[src/hw/rtl/imp_ram.sv]
// Generic single-write, single-read RAM with registered read data.
// No dependencies; used for the matrix stores of the power unit.

module imp_ram #(
  parameter int unsigned WIDTH = 32,
  parameter int unsigned DEPTH = 64
) (
  input  logic                                      clk_i,
  input  logic                                      we_i,
  input  logic [(DEPTH > 1 ? $clog2(DEPTH) : 1)-1:0] waddr_i,
  input  logic [WIDTH-1:0]                          wdata_i,
  input  logic [(DEPTH > 1 ? $clog2(DEPTH) : 1)-1:0] raddr_i,
  output logic [WIDTH-1:0]                          rdata_o
);

  logic [WIDTH-1:0] mem_q [DEPTH];
  logic [WIDTH-1:0] rdata_q;

  always_ff @(posedge clk_i) begin
    if (we_i) begin
      mem_q[waddr_i] <= wdata_i;
    end
    rdata_q <= mem_q[raddr_i];
  end

  assign rdata_o = rdata_q;

endmodule

[config.mk]
export PLATFORM = sky130hd
export DESIGN_NAME = imp_ram
export DESIGN_NICKNAME = d
export VERILOG_FILES = /design/src/hw/rtl/imp_ram.sv
export SDC_FILE = /design/constraint.sdc
export NUM_CORES = 2
export LEC_CHECK = 0
export BUFFER_PORTS_ARGS = -buffer_cell sky130_fd_sc_hd__buf_2
export CORE_ASPECT_RATIO = 0.7
export CORE_MARGIN = 2
export CORE_UTILIZATION = 54
export DETAILED_ROUTE_END_ITERATION = 8
export GPL_ROUTABILITY_DRIVEN = 0
export HOLD_SLACK_MARGIN = 0.02
export PLACE_DENSITY = 0.7
export SLEW_MARGIN = 25
export SYNTH_ARGS = -nofsm -noshare
export SYNTH_HDL_FRONTEND = slang
export SYNTH_SLANG_ARGS = --single-unit
[constraint.sdc]
create_clock -name clk_i -period 4.9 [get_ports clk_i]
set_input_delay 0.245 -clock clk_i [delete_from_list [all_inputs] [get_ports clk_i]]
set_output_delay 0.245 -clock clk_i [all_outputs]
set_load 0.005 [all_outputs]
==> impl_metrics.json <==
{
  "start_kind": "primary input",
  "ir_drop_mv": 0.374,
  "grt_max_degree": 86,
  "die_h_um": 323,
  "syn_inst": 3324,
  "dr.pass1.iters": 5,
  "p_per_area_nw_per_um2": 404,
  "rr_startpoint": "mem_q[13][10]$_DFFE_PP_",
  "totalWireLength_mm": 200,
  "grt_usage_pct": 27.3,
  "cts_tree": "built",
  "postCtsSetupBuffers": 0,
  "area_growth_pct": 13.0,
  "cts-root-buf": "clkbuf_16",
  "wl_per_cell_um": 35.2,
  "p_comb_share_pct": 5.0,
  "synthFlopType": "edfxtp_1",
  "postCtsHoldBufs": 6,
  "fp-row-count": 117,
  "path_max_fanout": 85,
  "drt_iter0_markers": 6244,
  "ant_nets": 0,
  "yosys.area.top_type_share_pct": 78.3,
  "tightest_slew_ns": 1.08,
  "status": "completed",
  "cts_buffers": 181,
  "p_sw_mw": 7.55,
  "slew_headroom_pct": 27.8,
  "clk_pin_slew_ns": 0.06,
  "grt_pass1_wl_mm": 282,
  "yosys_warnings": 0,
  "vias_per_cell": 6.68,
  "vias": 37932,
  "core_sq_um": 145000,
  "hold_class": "primary input to register",
  "finClkSkew_ns": 0.0275,
  "fmaxAchievable_ghz": 0.333,
  "finalHoldViolCount": 0,
  "setup_viol": 0,
  "cts.sinks": 2080,
  "cts_max_level": 4,
  "crit_start": "raddr_i[1]",
  "rsz0062_at_grt": "no",
  "min_period_ns": 3.00,
  "port_buffers": 77,
  "drc": 0,
  "ff2ff_path_depth": 4,
  "grt_pass1_vias": 37059,
  "ys_types": 34,
  "drv_cap": 0,
  "power_mw": 35.9,
  "yosysTopAreaCell": "edfxtp_1",
  "synth_async_sr_flop_share_pct": 0,
  "synth.avg_cell_area_sq_um": 23.6,
  "endpoint_kind": "register",
  "synth_fp_nets": 3370,
  "hpwlAfterDp_mm": 115,
  "drv_slew": 0,
  "fin_ws_ns": 1.90,
  "setup_tns_ns": 0,
  "dieArea_sq_um": 149000,
  "synth-seq-cells": 2080,
  "die_width_um": 460,
  "swShare_pct": 21.0,
  "crit_type": "primary input to register",
  "power_frac_clock_pct": 39.9,
  "grt_antenna_before_repair": 18,
  "synthesis.area_sq_um": 78500,
  "crit_required_ns": 5.57,
  "insertion_delay_ns": 0.82,
  "fillCellCount": 9764,
  "multi_input_comb_area_sq_um": 16000,
  "start_util_pct": 54.2,
  "clock_path_buffers": 3,
  "fin_crit_sh_pct": 61.3,
  "ys_top_cells_by_area": "edfxtp_1, mux4_2, mux2i_1, dfxtp_1, o22ai_1",
  "p_leak_nw": 27.7,
  "grt_overflow": 0,
  "whs_path_depth": 1,
  "ios": 78,
  "p_int_mw": 28.3,
  "synth-edff-count": 2048,
  "post_cts_resized": 0,
  "drive_above_1_share_pct": 30.2,
  "dp_slack_ns": 1.10,
  "critPathArrivalTime_ns": 3.67,
  "layout.nets": 3657,
  "seqCellArea_sq_um": 62100,
  "min_from": "wdata_i[5]",
  "yosysSeqAreaShare_pct": 79.1,
  "seq_power_share_pct": 55.1
}
-- power by group through the flow --
stage                     Combinational [mW]  Clock, mW  Sequential, mW
final                                   1.80       14.3            19.8
after global routing                    1.91       15.1            19.8
after CTS                               1.78       14.4            19.8
after global placement                  1.74          0            20.2
after detailed placement                1.77          0            20.2
after floorplan                        0.958          0            20.1
-- kinds of logic (layout without fill, tap and decap cells) --
| kind of cell | count (synthesis) | after routing | synth area share (%) |
|---|---|---|---|
| muxes | 637 | 637 | 16.8 |
| and+or+nand+nor | 223 | 223 | 1.27 |
| AOI/OAI and AO/OA | 202 | 202 | 1.67 |
| other | 0 | 6 | 0 |
| buffers and inverters | 182 | 623 | 1.13 |
| DFF | 2080 | 2080 | 79.1 |
-- path summary, 6_finish.rpt --
path	to	slack [ns]
max	rdata_o[5]$_DFF_P_	1.90
min	mem_q[17][5]$_DFFE_PP_	0.05
max reg2reg	rdata_o[10]$_DFF_P_	2.35
min reg2reg	rdata_o[20]$_DFF_P_	0.77
-- stage by stage --
step           instances  instance area [sq um]  hold WS (ns)  utilization [%]
3_5_place_dp        5306                  82500         0.639             56.9
4_1_cts             5649                  88400        0.0673             61.0
3_3_place_gp        5301                  82400         0.641             56.9
6_report            5675                  88800        0.0461             61.2
2_1_floorplan       3324                  78500         0.344                -
5_1_grt             5673                  88700        0.0397             61.2
-- metal layers --
metal	wire (um)	GRT usage, %
met1	77900	41.1
met3	25100	6.33
met2	92400	41.2
met4	4070	6.36
met5	0	0
-- final cells by class --
type / count / share of cell area (%)
Tap cell: 1904 / 2.68
Clock buffer: 246 / 5.58
Antenna cell: 6 / 0.0169
Timing Repair Buffer: 286 / 2.67
Clock inverter: 91 / 1.04
Sequential cell: 2080 / 70.0
Multi-Input combinational cell: 1062 / 18.0
-- Yosys cell counts, drive strengths merged, types with 4 or more instances --
cell and count:
a311oi 8, o221ai 27, dfxtp 32, mux4 544, o32ai 4, mux2i 93, clkbuf 74, and3 4
a22oi 12, nand2 26, nand2b 8, buf 108, nor2 137, o22ai 84, nand3b 5, nor2b 15
nor3 7, edfxtp 2048, a41o 4, a21oi 62, nand3 5, or3b 5
-- flip-flops by register name (all words and copies together), names as in the netlist --
signal	count
mem_q	2048
rdata_o	32
-- worst max-delay path, cell delays in order --
cell,delay [ns]
buf_8,0.71
buf_12,0.36
buf_4,0.29
buf_4,0.31
mux4_2,0.34
mux4_2,0.50
o22ai_1,0.70
nor2_1,0.10
-- cell usage in the layout, fill, tap and decap left out, types with 3 or more instances in the layout --
cell type / Yosys / final
edfxtp_1: 2048 / 2048
mux4_2: 544 / 544
buf_4: 25 / 186
clkbuf_16: 0 / 183
mux2i_1: 93 / 93
o22ai_1: 84 / 84
nor2_1: 137 / 75
a21oi_1: 62 / 62
nor2_4: 0 / 62
buf_2: 57 / 53
clkbuf_1: 74 / 49
dfxtp_1: 32 / 32
clkinv_1: 0 / 31
o221ai_1: 27 / 27
nand2_1: 26 / 26
clkinv_2: 0 / 26
dlygate4sd3_1: 0 / 22
bufinv_16: 0 / 16
buf_12: 0 / 16
nor2b_1: 15 / 15
clkbuf_8: 0 / 14
a22oi_1: 12 / 12
a311oi_1: 8 / 8
inv_6: 0 / 7
diode_2: 0 / 6
nand2b_1: 8 / 6
clkinvlp_4: 0 / 6
nand3b_1: 5 / 5
nor3_1: 7 / 5
nand3_1: 5 / 5
buf_8: 0 / 5
and3_1: 4 / 4
a41o_1: 4 / 4
o32ai_1: 4 / 4
or3b_2: 3 / 3
or3_1: 3 / 3
buf_16: 0 / 3
Power figures use the tool's default switching activity.
